### config.mk
export PLATFORM = sky130hd
export DESIGN_NAME = manifest_line_version_picker_top_flat
export DESIGN_NICKNAME = d
export VERILOG_FILES = /design/src/rtl/core/mlvp_pkg.sv /design/src/rtl/core/mlvp_if.sv /design/src/rtl/core/mlvp_in_stage.sv /design/src/rtl/core/mlvp_parser.sv /design/src/rtl/core/mlvp_emitter.sv /design/src/rtl/core/manifest_line_version_picker_top.sv /design/src/flat_wrapper.sv
export SDC_FILE = /design/constraint.sdc
export NUM_CORES = 1
export LEC_CHECK = 0
export BUFFER_PORTS_ARGS = -buffer_cell sky130_fd_sc_hd__buf_2
export CAP_MARGIN = 40
export CORE_ASPECT_RATIO = 0.9
export CORE_UTILIZATION = 30
export CTS_BUF_LIST = sky130_fd_sc_hd__clkbuf_4 sky130_fd_sc_hd__clkbuf_8
export DETAILED_ROUTE_END_ITERATION = 6
export PLACE_DENSITY = 0.54
export SLEW_MARGIN = 40
export SYNTH_ARGS = -nofsm -noshare
export SYNTH_HDL_FRONTEND = slang
export SYNTH_SLANG_ARGS = --single-unit
### constraint.sdc
create_clock -name clk -period 25.9 [get_ports clk]
set_clock_uncertainty 0.15 [all_clocks]
set_input_delay 5.18 -clock clk [delete_from_list [all_inputs] [get_ports clk]]
set_output_delay 5.18 -clock clk [all_outputs]
set_load 0.02 [all_outputs]
### src/rtl/core/mlvp_pkg.sv
package mlvp_pkg;

	// line parse phases, one-hot
	typedef enum logic [4:0] {
		PhLead  = 5'b00001,
		PhKey   = 5'b00010,
		PhGap   = 5'b00100,
		PhValue = 5'b01000,
		PhSkip  = 5'b10000
	} phase_t;

	// result status codes
	localparam logic [1:0] StOwn      = 2'd0;
	localparam logic [1:0] StFallback = 2'd1;
	localparam logic [1:0] StNone     = 2'd2;
	localparam logic [1:0] StEmpty    = 2'd3;

	// configuration register indexes
	localparam int        CfgIdxW         = 1;
	localparam logic [0:0] RegBoardName    = 1'd0;
	localparam logic [0:0] RegBoardNameLen = 1'd1;

	localparam int NameMax    = 8;
	localparam int MaxResults = 15;

	localparam logic [7:0] ChNul   = 8'h00;
	localparam logic [7:0] ChTab   = 8'h09;
	localparam logic [7:0] ChLf    = 8'h0a;
	localparam logic [7:0] ChCr    = 8'h0d;
	localparam logic [7:0] ChSpace = 8'h20;
	localparam logic [7:0] ChHash  = 8'h23;
	localparam logic [7:0] ChStar  = 8'h2a;

	typedef struct packed {
		logic [7:0] byte_value;
		logic       byte_valid;
		logic       end_of_body;
	} item_t;

	typedef struct packed {
		logic [1:0]                  status;
		logic [3:0]                  length;
		logic [MaxResults-1:0][7:0] chars;
	} pick_t;

endpackage

### src/rtl/core/mlvp_if.sv
interface mlvp_byte_if;
	logic       valid;
	logic       ready;
	logic [7:0] byte_value;
	logic       byte_valid;
	logic       end_of_body;

	modport source (output valid, byte_value, byte_valid, end_of_body, input ready);
	modport sink   (input valid, byte_value, byte_valid, end_of_body, output ready);
endinterface

interface mlvp_result_if;
	logic       valid;
	logic       ready;
	logic [1:0] out_status;
	logic [7:0] out_char;
	logic [3:0] out_length;
	logic       out_last;

	modport source (output valid, out_status, out_char, out_length, out_last, input ready);
	modport sink   (input valid, out_status, out_char, out_length, out_last, output ready);
endinterface

### src/rtl/core/mlvp_in_stage.sv
module mlvp_in_stage (
	input  logic            clk,
	input  logic            arst_n,
	mlvp_byte_if.sink       text,
	input  logic            emit_busy,
	output logic            fire,
	output mlvp_pkg::item_t item
);

	logic            valid_s1;
	mlvp_pkg::item_t item_s1;

	// an end-of-body item waits until the emitter has drained
	assign fire       = valid_s1 && (!item_s1.end_of_body || !emit_busy);
	assign text.ready = !valid_s1 || fire;
	assign item       = item_s1;

	always_ff @(posedge clk or negedge arst_n) begin
		if (!arst_n) begin
			valid_s1 <= 1'b0;
		end else if (text.valid && text.ready) begin
			valid_s1 <= 1'b1;
		end else if (fire) begin
			valid_s1 <= 1'b0;
		end
	end

	always_ff @(posedge clk) begin
		if (text.valid && text.ready) begin
			item_s1.byte_value  <= text.byte_value;
			item_s1.byte_valid  <= text.byte_valid;
			item_s1.end_of_body <= text.end_of_body;
		end
	end

endmodule

### src/rtl/core/mlvp_parser.sv
module mlvp_parser #(
	parameter int VALUE_CAP = 16,
	parameter int BODY_CAP  = 768
) (
	input  logic            clk,
	input  logic            arst_n,
	input  logic            fire,
	input  mlvp_pkg::item_t item,
	input  logic [63:0]     unit_key,
	input  logic [3:0]      unit_key_len,
	output logic            pick_load,
	output mlvp_pkg::pick_t pick
);

	localparam int StoreD = (VALUE_CAP - 1 < mlvp_pkg::MaxResults) ?
		VALUE_CAP - 1 : mlvp_pkg::MaxResults;
	localparam int VW = $clog2(VALUE_CAP + 1);
	localparam int TW = $clog2(VALUE_CAP);
	localparam int BW = $clog2(BODY_CAP);

	typedef struct packed {
		logic [3:0] len;
		logic       star;
		logic       board;
	} key_t;

	mlvp_pkg::phase_t phase_q, phase_d;
	key_t             key_q, key_d, key_step;
	logic [VW-1:0]    vpos_q, vpos_d, pos_v;
	logic [TW-1:0]    vtrim_q, vtrim_d, own_len_q, own_len_d, fb_len_q, fb_len_d;
	logic [TW-1:0]    own_len_m, fb_len_m, pick_len;
	logic             vlong_q, vlong_d;
	logic [BW-1:0]    bytes_q, bytes_d;

	logic [StoreD-1:0][7:0] value_buf_q, value_buf_d, own_buf_q, fb_buf_q;
	logic [StoreD-1:0][7:0] own_buf_m, fb_buf_m, src;

	logic [7:0] c;
	logic [3:0] bl;
	logic       take, blank, term, do_key, do_value, accept_line, store_own, store_fb;
	logic       doc_end;

	assign bl = (unit_key_len > 4'(mlvp_pkg::NameMax)) ?
		4'(mlvp_pkg::NameMax) : unit_key_len;

	// one key character against the board name; the key is all zero in the
	// leading-blank phase, so the first character starts at position zero
	always_comb begin
		key_step.star  = (key_q.len == '0) && (c == mlvp_pkg::ChStar);
		key_step.board = ((key_q.len == '0) || key_q.board) && (key_q.len < bl) &&
			(c == unit_key[8 * key_q.len[2:0] +: 8]);
		key_step.len   = (key_q.len >= 4'(mlvp_pkg::NameMax + 1)) ?
			4'(mlvp_pkg::NameMax + 1) : key_q.len + 4'd1;
	end

	always_comb begin
		phase_d     = phase_q;
		key_d       = key_q;
		vpos_d      = vpos_q;
		vtrim_d     = vtrim_q;
		vlong_d     = vlong_q;
		value_buf_d = value_buf_q;
		own_len_d   = own_len_q;
		fb_len_d    = fb_len_q;
		do_key      = 1'b0;
		do_value    = 1'b0;
		pos_v       = vpos_q;
		term        = 1'b0;
		doc_end     = fire && item.end_of_body;
		c           = item.byte_value;
		blank       = (c == mlvp_pkg::ChSpace) || (c == mlvp_pkg::ChTab);
		take        = fire && item.byte_valid && (bytes_q != BW'(BODY_CAP - 1));
		bytes_d     = take ? bytes_q + 1'b1 : bytes_q;

		if (take && c != mlvp_pkg::ChNul) begin
			if (c == mlvp_pkg::ChCr || c == mlvp_pkg::ChLf) begin
				term = 1'b1;
			end else begin
				case (phase_q)
					mlvp_pkg::PhLead: begin
						if (c == mlvp_pkg::ChHash) begin
							phase_d = mlvp_pkg::PhSkip;
						end else if (!blank) begin
							key_d.len = '0;
							do_key    = 1'b1;
							phase_d   = mlvp_pkg::PhKey;
						end
					end
					mlvp_pkg::PhKey: begin
						if (blank) phase_d = mlvp_pkg::PhGap;
						else do_key = 1'b1;
					end
					mlvp_pkg::PhGap: begin
						if (!blank) begin
							pos_v    = '0;
							vlong_d  = 1'b0;
							vtrim_d  = '0;
							do_value = 1'b1;
							phase_d  = mlvp_pkg::PhValue;
						end
					end
					mlvp_pkg::PhValue: do_value = 1'b1;
					default: ;
				endcase
			end
		end

		if (do_key) key_d = key_step;

		if (do_value) begin
			for (int i = 0; i < StoreD; i++) begin
				if (pos_v == VW'(i)) value_buf_d[i] = c;
			end
			if (!blank) begin
				if (pos_v >= VW'(VALUE_CAP - 1)) vlong_d = 1'b1;
				else vtrim_d = TW'(pos_v + 1'b1);
			end
			vpos_d = (pos_v >= VW'(VALUE_CAP)) ? VW'(VALUE_CAP) : pos_v + 1'b1;
		end

		if (doc_end) term = 1'b1;

		// close the line: commit the value to the matching slot
		accept_line = term && (phase_d == mlvp_pkg::PhValue) && (vtrim_d != '0) && !vlong_d;
		store_fb    = accept_line && key_d.star;
		store_own   = accept_line && !key_d.star && key_d.board && (key_d.len == bl);
		own_len_m   = store_own ? vtrim_d : own_len_q;
		fb_len_m    = store_fb ? vtrim_d : fb_len_q;
		own_len_d   = own_len_m;
		fb_len_d    = fb_len_m;

		if (term) begin
			phase_d = mlvp_pkg::PhLead;
			key_d   = '0;
			vpos_d  = '0;
			vtrim_d = '0;
			vlong_d = 1'b0;
		end

		if (doc_end) begin
			own_len_d = '0;
			fb_len_d  = '0;
			bytes_d   = '0;
		end
	end

	assign own_buf_m = store_own ? value_buf_d : own_buf_q;
	assign fb_buf_m  = store_fb ? value_buf_d : fb_buf_q;

	// end-of-body pick, own value before fallback
	always_comb begin
		pick_len    = '0;
		src         = own_buf_m;
		pick.chars  = '0;
		if (bytes_q == '0 && !take) begin
			pick.status = mlvp_pkg::StEmpty;
		end else if (own_len_m != '0) begin
			pick.status = mlvp_pkg::StOwn;
			pick_len    = own_len_m;
		end else if (fb_len_m != '0) begin
			pick.status = mlvp_pkg::StFallback;
			pick_len    = fb_len_m;
			src         = fb_buf_m;
		end else begin
			pick.status = mlvp_pkg::StNone;
		end
		pick.length = (int'(pick_len) > mlvp_pkg::MaxResults) ?
			4'(mlvp_pkg::MaxResults) : 4'(pick_len);
		for (int i = 0; i < StoreD; i++) pick.chars[i] = src[i];
	end

	assign pick_load = doc_end;

	always_ff @(posedge clk or negedge arst_n) begin
		if (!arst_n) begin
			phase_q   <= mlvp_pkg::PhLead;
			key_q     <= '0;
			vpos_q    <= '0;
			vtrim_q   <= '0;
			vlong_q   <= 1'b0;
			own_len_q <= '0;
			fb_len_q  <= '0;
			bytes_q   <= '0;
		end else if (fire) begin
			phase_q   <= phase_d;
			key_q     <= key_d;
			vpos_q    <= vpos_d;
			vtrim_q   <= vtrim_d;
			vlong_q   <= vlong_d;
			own_len_q <= own_len_d;
			fb_len_q  <= fb_len_d;
			bytes_q   <= bytes_d;
		end
	end

	always_ff @(posedge clk) begin
		if (fire) begin
			value_buf_q <= value_buf_d;
			own_buf_q   <= own_buf_m;
			fb_buf_q    <= fb_buf_m;
		end
	end

endmodule

### src/rtl/core/mlvp_emitter.sv
module mlvp_emitter (
	input  logic            clk,
	input  logic            arst_n,
	input  logic            load,
	input  mlvp_pkg::pick_t pick,
	output logic            busy,
	mlvp_result_if.source   version
);

	logic                                  active_q;
	logic [3:0]                            idx_q;
	logic [1:0]                            status_q;
	logic [3:0]                            len_q;
	logic [mlvp_pkg::MaxResults-1:0][7:0] chars_q;
	logic                                  last;

	assign last               = (len_q == 4'd0) || (idx_q == len_q - 4'd1);
	assign busy               = active_q;
	assign version.valid      = active_q;
	assign version.out_status = status_q;
	assign version.out_length = len_q;
	assign version.out_char   = (len_q == 4'd0) ? 8'd0 : chars_q[idx_q];
	assign version.out_last   = last;

	always_ff @(posedge clk or negedge arst_n) begin
		if (!arst_n) begin
			active_q <= 1'b0;
			idx_q    <= '0;
		end else if (load) begin
			active_q <= 1'b1;
			idx_q    <= '0;
		end else if (version.valid && version.ready) begin
			if (last) active_q <= 1'b0;
			idx_q <= idx_q + 4'd1;
		end
	end

	always_ff @(posedge clk) begin
		if (load) begin
			status_q <= pick.status;
			len_q    <= pick.length;
			chars_q  <= pick.chars;
		end
	end

endmodule

### src/rtl/core/manifest_line_version_picker_top.sv
// Manifest line version picker.
// text channel: one manifest byte per transaction (byte_value, byte_valid,
// end_of_body). Bytes are parsed at one per cycle while no end_of_body item
// waits; CR/LF closes a line and "key value" lines for key '*' or the
// configured board name are kept. version channel: after an end_of_body
// transaction the picked value leaves as one transaction per character
// (1..15), or a single status-only transaction; out_last marks the final one
// of the run. A byte lands in the input register on its transaction and is
// parsed in the following cycle; an end_of_body item is parsed once the
// emitter is idle, and the pick is registered in the emitter before the
// first result is offered.
// The next document's bytes are taken while the burst drains; only its
// end_of_body transaction waits in the input register until the burst is
// done, which in turn holds text.ready low.
// Receiver stall: the emitter holds the current character; text keeps
// flowing until an end_of_body transaction reaches the input register.
// Reset (arst_n low) clears the board name, the line parser, the stored
// lengths and the byte count; no clearing pass is needed.
// Configuration (write_en/reg_index/write_data) only while the block is idle.
module manifest_line_version_picker_top #(
	parameter int VALUE_CAP = 16,
	parameter int BODY_CAP  = 768
) (
	input  logic                          clk,
	input  logic                          arst_n,
	mlvp_byte_if.sink                     text,
	mlvp_result_if.source                 version,
	input  logic                          write_en,
	input  logic [mlvp_pkg::CfgIdxW-1:0] reg_index,
	input  logic [63:0]                   write_data
);

	logic [63:0]     unit_key_q;
	logic [3:0]      unit_key_len_q;
	logic            fire;
	logic            emit_busy;
	logic            pick_load;
	mlvp_pkg::item_t item;
	mlvp_pkg::pick_t pick;

	// configuration registers
	always_ff @(posedge clk or negedge arst_n) begin
		if (!arst_n) begin
			unit_key_q     <= '0;
			unit_key_len_q <= '0;
		end else if (write_en) begin
			case (reg_index)
				mlvp_pkg::RegBoardName:    unit_key_q     <= write_data;
				mlvp_pkg::RegBoardNameLen: unit_key_len_q <= write_data[3:0];
				default: ;
			endcase
		end
	end

	// input register; an end item stalls here while a burst is in flight
	mlvp_in_stage u_in_stage (
		.clk       (clk),
		.arst_n    (arst_n),
		.text      (text),
		.emit_busy (emit_busy),
		.fire      (fire),
		.item      (item)
	);

	// line parse, value capture and end-of-body pick
	mlvp_parser #(
		.VALUE_CAP (VALUE_CAP),
		.BODY_CAP  (BODY_CAP)
	) u_parser (
		.clk          (clk),
		.arst_n       (arst_n),
		.fire         (fire),
		.item         (item),
		.unit_key     (unit_key_q),
		.unit_key_len (unit_key_len_q),
		.pick_load    (pick_load),
		.pick         (pick)
	);

	// result register, one character per transaction
	mlvp_emitter u_emitter (
		.clk     (clk),
		.arst_n  (arst_n),
		.load    (pick_load),
		.pick    (pick),
		.busy    (emit_busy),
		.version (version)
	);

	// a new pick never lands on a burst still in flight
	a_no_overrun: assert property (@(posedge clk) disable iff (!arst_n)
		fire && item.end_of_body |-> !emit_busy)
		else $error("end of body parsed while emitter busy");

	// status-only results carry no characters and end the run
	a_status_only: assert property (@(posedge clk) disable iff (!arst_n)
		version.valid && (version.out_status == mlvp_pkg::StNone ||
		version.out_status == mlvp_pkg::StEmpty) |->
		version.out_last && version.out_length == 4'd0 && version.out_char == 8'd0)
		else $error("bad status-only result");

	// a picked value is never empty
	a_value_len: assert property (@(posedge clk) disable iff (!arst_n)
		version.valid && (version.out_status == mlvp_pkg::StOwn ||
		version.out_status == mlvp_pkg::StFallback) |-> version.out_length != 4'd0)
		else $error("picked value has zero length");

	// the last transaction of a burst closes it
	a_burst_end: assert property (@(posedge clk) disable iff (!arst_n)
		version.valid && version.ready && version.out_last |=> !version.valid)
		else $error("result offered after last transaction");

endmodule
### src/flat_wrapper.sv
// flat-port wrapper written by rule: the top's interface ports become plain ports
module manifest_line_version_picker_top_flat 
#(
	parameter int VALUE_CAP = 16,
	parameter int BODY_CAP  = 768
)
  (clk, arst_n, write_en, reg_index, write_data, text_valid, text_byte_value, text_byte_valid, text_end_of_body, text_ready, version_valid, version_out_status, version_out_char, version_out_length, version_out_last, version_ready);
  mlvp_byte_if text_i ();
  mlvp_result_if version_i ();
  input  logic clk;
  input  logic arst_n;
  input  logic write_en;
  input  logic [mlvp_pkg::CfgIdxW-1:0] reg_index;
  input  logic [63:0] write_data;
  input wire logic [$bits(text_i.valid)-1:0] text_valid;
  input wire logic [$bits(text_i.byte_value)-1:0] text_byte_value;
  input wire logic [$bits(text_i.byte_valid)-1:0] text_byte_valid;
  input wire logic [$bits(text_i.end_of_body)-1:0] text_end_of_body;
  output wire logic [$bits(text_i.ready)-1:0] text_ready;
  output wire logic [$bits(version_i.valid)-1:0] version_valid;
  output wire logic [$bits(version_i.out_status)-1:0] version_out_status;
  output wire logic [$bits(version_i.out_char)-1:0] version_out_char;
  output wire logic [$bits(version_i.out_length)-1:0] version_out_length;
  output wire logic [$bits(version_i.out_last)-1:0] version_out_last;
  input wire logic [$bits(version_i.ready)-1:0] version_ready;
  assign text_i.valid = text_valid;
  assign text_i.byte_value = text_byte_value;
  assign text_i.byte_valid = text_byte_valid;
  assign text_i.end_of_body = text_end_of_body;
  assign text_ready = text_i.ready;
  assign version_valid = version_i.valid;
  assign version_out_status = version_i.out_status;
  assign version_out_char = version_i.out_char;
  assign version_out_length = version_i.out_length;
  assign version_out_last = version_i.out_last;
  assign version_i.ready = version_ready;
  manifest_line_version_picker_top #(.VALUE_CAP(VALUE_CAP), .BODY_CAP(BODY_CAP)) u_core (.clk(clk), .arst_n(arst_n), .text(text_i), .version(version_i), .write_en(write_en), .reg_index(reg_index), .write_data(write_data));
endmodule
==> flow_summary.yaml <==
sta:
  rsz0062_at_grt: "no"
  setup_ws_ns: 16.97
  fmax_mhz: 112
  hold_viol_final: 0
  setup_violations: 0
  period_share_pct: 34.5
  worstMarginPinSlew_ns: 0.922
  min_period_ns: 8.93
  finalMaxSlewViolations: 0
  slew_headroom_pct: 38.1
  finalSetupTns_ns: 0
worst_setup_path:
  worst_ep_required_time_ns: 20.57
  crit_path_end_kind: "output port"
  rr_worst_depth: 20
  reg2reg_from: "u_core.u_in_stage.item[0]"
  cp.arrival_ns: 3.60
  path_max_fanout: 37
  critical_path_class: "reg2out"
  rr_endpoint: "u_core.u_emitter.chars_q[12]"
  startpoint_type: "flop"
  reg2reg_slack_ns: 18.11
die:
  core_sq_um: 101000
  fp.dieH_um: 305
  dieArea_sq_um: 104000
  die_w_um: 339
  start_util_pct: 30.5
  row_count: 110
  io_pins: 97
synthesis:
  synthXorXnorAreaFrac_pct: 0.914
  synth_top_area_share_pct: 48.5
  yosys_warnings: 0
  synth_fp_nets: 2809
  synthSimpleGateAreaFrac_pct: 12.3
  yosysUniqueCellTypes: 76
  synth_top_family_by_area: "simple AND/OR/NAND/NOR gates"
  synth_area_leaders: "edfxtp_1, dfrtp_1, mux2i_1"
  synth-adder-area-share_pct: 0.693
  async_flop_share_pct: 18.6
  synth_area_leader_cell: "edfxtp_1"
  synth.avg_cell_area_sq_um: 11.3
  synth-edff-count: 496
  seq_area_frac_synth_pct: 57.8
  synth_compound_area_share_pct: 12.2
  synth_seq_cells: 609
  syn_inst: 2712
  mappedNetlistArea_sq_um: 30700
  muxShareOfSynthArea_pct: 10.2
  ys.flop_type: "edfxtp_1"
hold_path:
  worstHoldEndpoint: "u_core.unit_key_q[0]"
  hold-path-cell-count: 1
  holdCritStartpoint: "u_core.unit_key_q[0]"
  hp-class: "reg2reg"
routing:
  wl_per_cell_um: 19.9
  drc: 0
  routed_wl_um: 83600
  drt_iter0_markers: 1882
  postRouteAntennaNets: 0
  avgViaCountPerCell: 4.95
  firstDrtPassIters: 5
  vias: 20804
cells_and_area:
  drive_gt1_share_pct: 18.9
  layout.nets: 2857
  fin_util_pct: 34.5
  area_growth_pct: 13.2
  final_cell_count_no_fill: 4201
clock_tree:
  postCtsHoldBufs: 0
  clkTransAtPathRegs_ns: 0.06
  clk_latency_ns: 0.76
  cts.path.max_buffers: 3
  cts_resized: 0
  tritoncts: "done"
  ctsRootBufferMaster: "clkbuf_8"
  cts_setup_buffers: 0
  cts_max_level: 3
  clock-sinks: 609
  cts-buffers-inserted: 107
global_route:
  grt_pass1_wl_um: 129000
  antenna_found_initial: 5
  grt_max_degree: 108
  grt_use_total_pct: 16.0
  grt_pass1_vias: 20648
  overflow: 0
placement:
  port_buffers: 96
  post-dp-hpwl_um: 48700
  gp_congestion: 0.827
  dp_cells: 3993
  pre_cts_ws_ns: 17.68
job:
  maxCapViolCount: 0
power:
  vdd_drop_max_mv: 0.126
  power_density_nw_per_um2: 90.2
  leakage_uw: 0.0142
outcome:
  status: "finished clean"
power by group:
group / leakage (uW) / switching (uW) / internal (uW)
Sequential: 0.00612 / 97.7 / 1350
Combinational: 0.00689 / 502 / 264
Clock: 0.00117 / 419 / 496
Total: 0.0142 / 1020 / 2110
flip-flops by register name (all words and copies together) (netlist names), 6 cells and up:
name and count:
u_core.u_parser.bytes_q 10, u_core.u_parser.fb_buf_q 120, u_core.unit_key_q 64, u_core.u_parser.value_buf_q 120, u_core.u_in_stage.item 10, u_core.u_emitter.chars_q 120
u_core.u_parser.own_buf_q 120, u_core.u_parser.key_q 6
metrics by stage:
step                      instance area (sq um)  hold slack (ns)  power [uW]
after detailed placement                  32400            0.344        2230
after global placement                    32400            0.337        2220
after CTS                                 34600            0.357        3160
after floorplan                           30700            0.321        2000
after global routing                      34700            0.364        3300
final                                     34700            0.353        3130
critical path, stage by stage (launching register included):
cell and delay [ns]:
dfrtp_2 0.34, buf_4 0.62, mux4_2 0.60, nor2b_1 0.14
a211oi_1 0.76, a311oi_1 0.16, buf_2 0.22
cell type report:
cell class	instances	area [sq um]
diodes	7	17.5
clock buffers	158	1920
clock inverters	41	273
fillers	10083	65900
inverters	253	962
multi-input cells	1649	11200
flip-flops and latches	609	17700
well taps	1344	1680
repair buffers	140	903
cells in the mapped netlist (all sizes together) (36+ instances only):
cell and count:
edfxtp 496, nand2 313, o21ai 260, inv 253, nor2 170, clkbuf 165, mux2i 160, nor3 130
nand3 129, dfrtp 112, a221oi 111, mux2 69, a21oi 43, buf 36
cells in the final DEF (no fill, tap or decap), types with 8 or more instances in the layout:
| cell type | count |
|---|---|
| a221oi_1 | 21 |
| inv_1 | 251 |
| nor2b_1 | 19 |
| a221oi_2 | 90 |
| clkbuf_8 | 117 |
| xor2_1 | 14 |
| nor3_1 | 130 |
| nand3_1 | 129 |
| buf_6 | 12 |
| nand2b_1 | 17 |
| mux4_2 | 33 |
| a21oi_1 | 43 |
| a211oi_1 | 11 |
| a31oi_1 | 8 |
| o211ai_1 | 19 |
| buf_2 | 95 |
| xnor2_1 | 18 |
| clkinv_1 | 20 |
| o21ai_0 | 257 |
| buf_4 | 30 |
| nor2_1 | 169 |
| mux2i_1 | 160 |
| ha_1 | 17 |
| nand2_1 | 306 |
| edfxtp_1 | 496 |
| a311oi_1 | 8 |
| clkinv_2 | 13 |
| dfrtp_1 | 111 |
| nand4_1 | 9 |
| clkbuf_4 | 41 |
| mux2_2 | 68 |
layer usage:
layer	vias up	GRT usage, %	part of all wire, %
met4	0	4.90	2.2
li1	9929	-	-
met1	10218	22.3	47
met2	542	25.2	46
met3	115	2.75	5.6
met5	-	0	0
how the worst max path moves through the flow:
stage	start	end	slack [ns]	cells after the start
final	u_core.u_emitter.idx_q[0]	version_out_char[4]	16.97	6
after floorplan	u_core.u_emitter.busy	u_core.u_emitter.chars_q[119]	15.98	23
after CTS	u_core.u_emitter.idx_q[0]	version_out_char[4]	16.90	6
after global routing	u_core.u_emitter.idx_q[0]	version_out_char[4]	16.82	6
after detailed placement	u_core.u_in_stage.item[0]	u_core.u_emitter.chars_q[6]	17.68	20
after global placement	u_core.u_emitter.idx_q[0]	version_out_char[4]	17.75	6
kinds of logic after synthesis:
group,Yosys count
AO/OA/AOI/OAI,498
XOR/XNOR,32
adder cells (fa/ha/maj),17
buffers and inverters,454
flip-flops,609
multiplexers,262
AND/OR/NAND/NOR,840
Note: power is estimated with default switching activity, not from simulation.
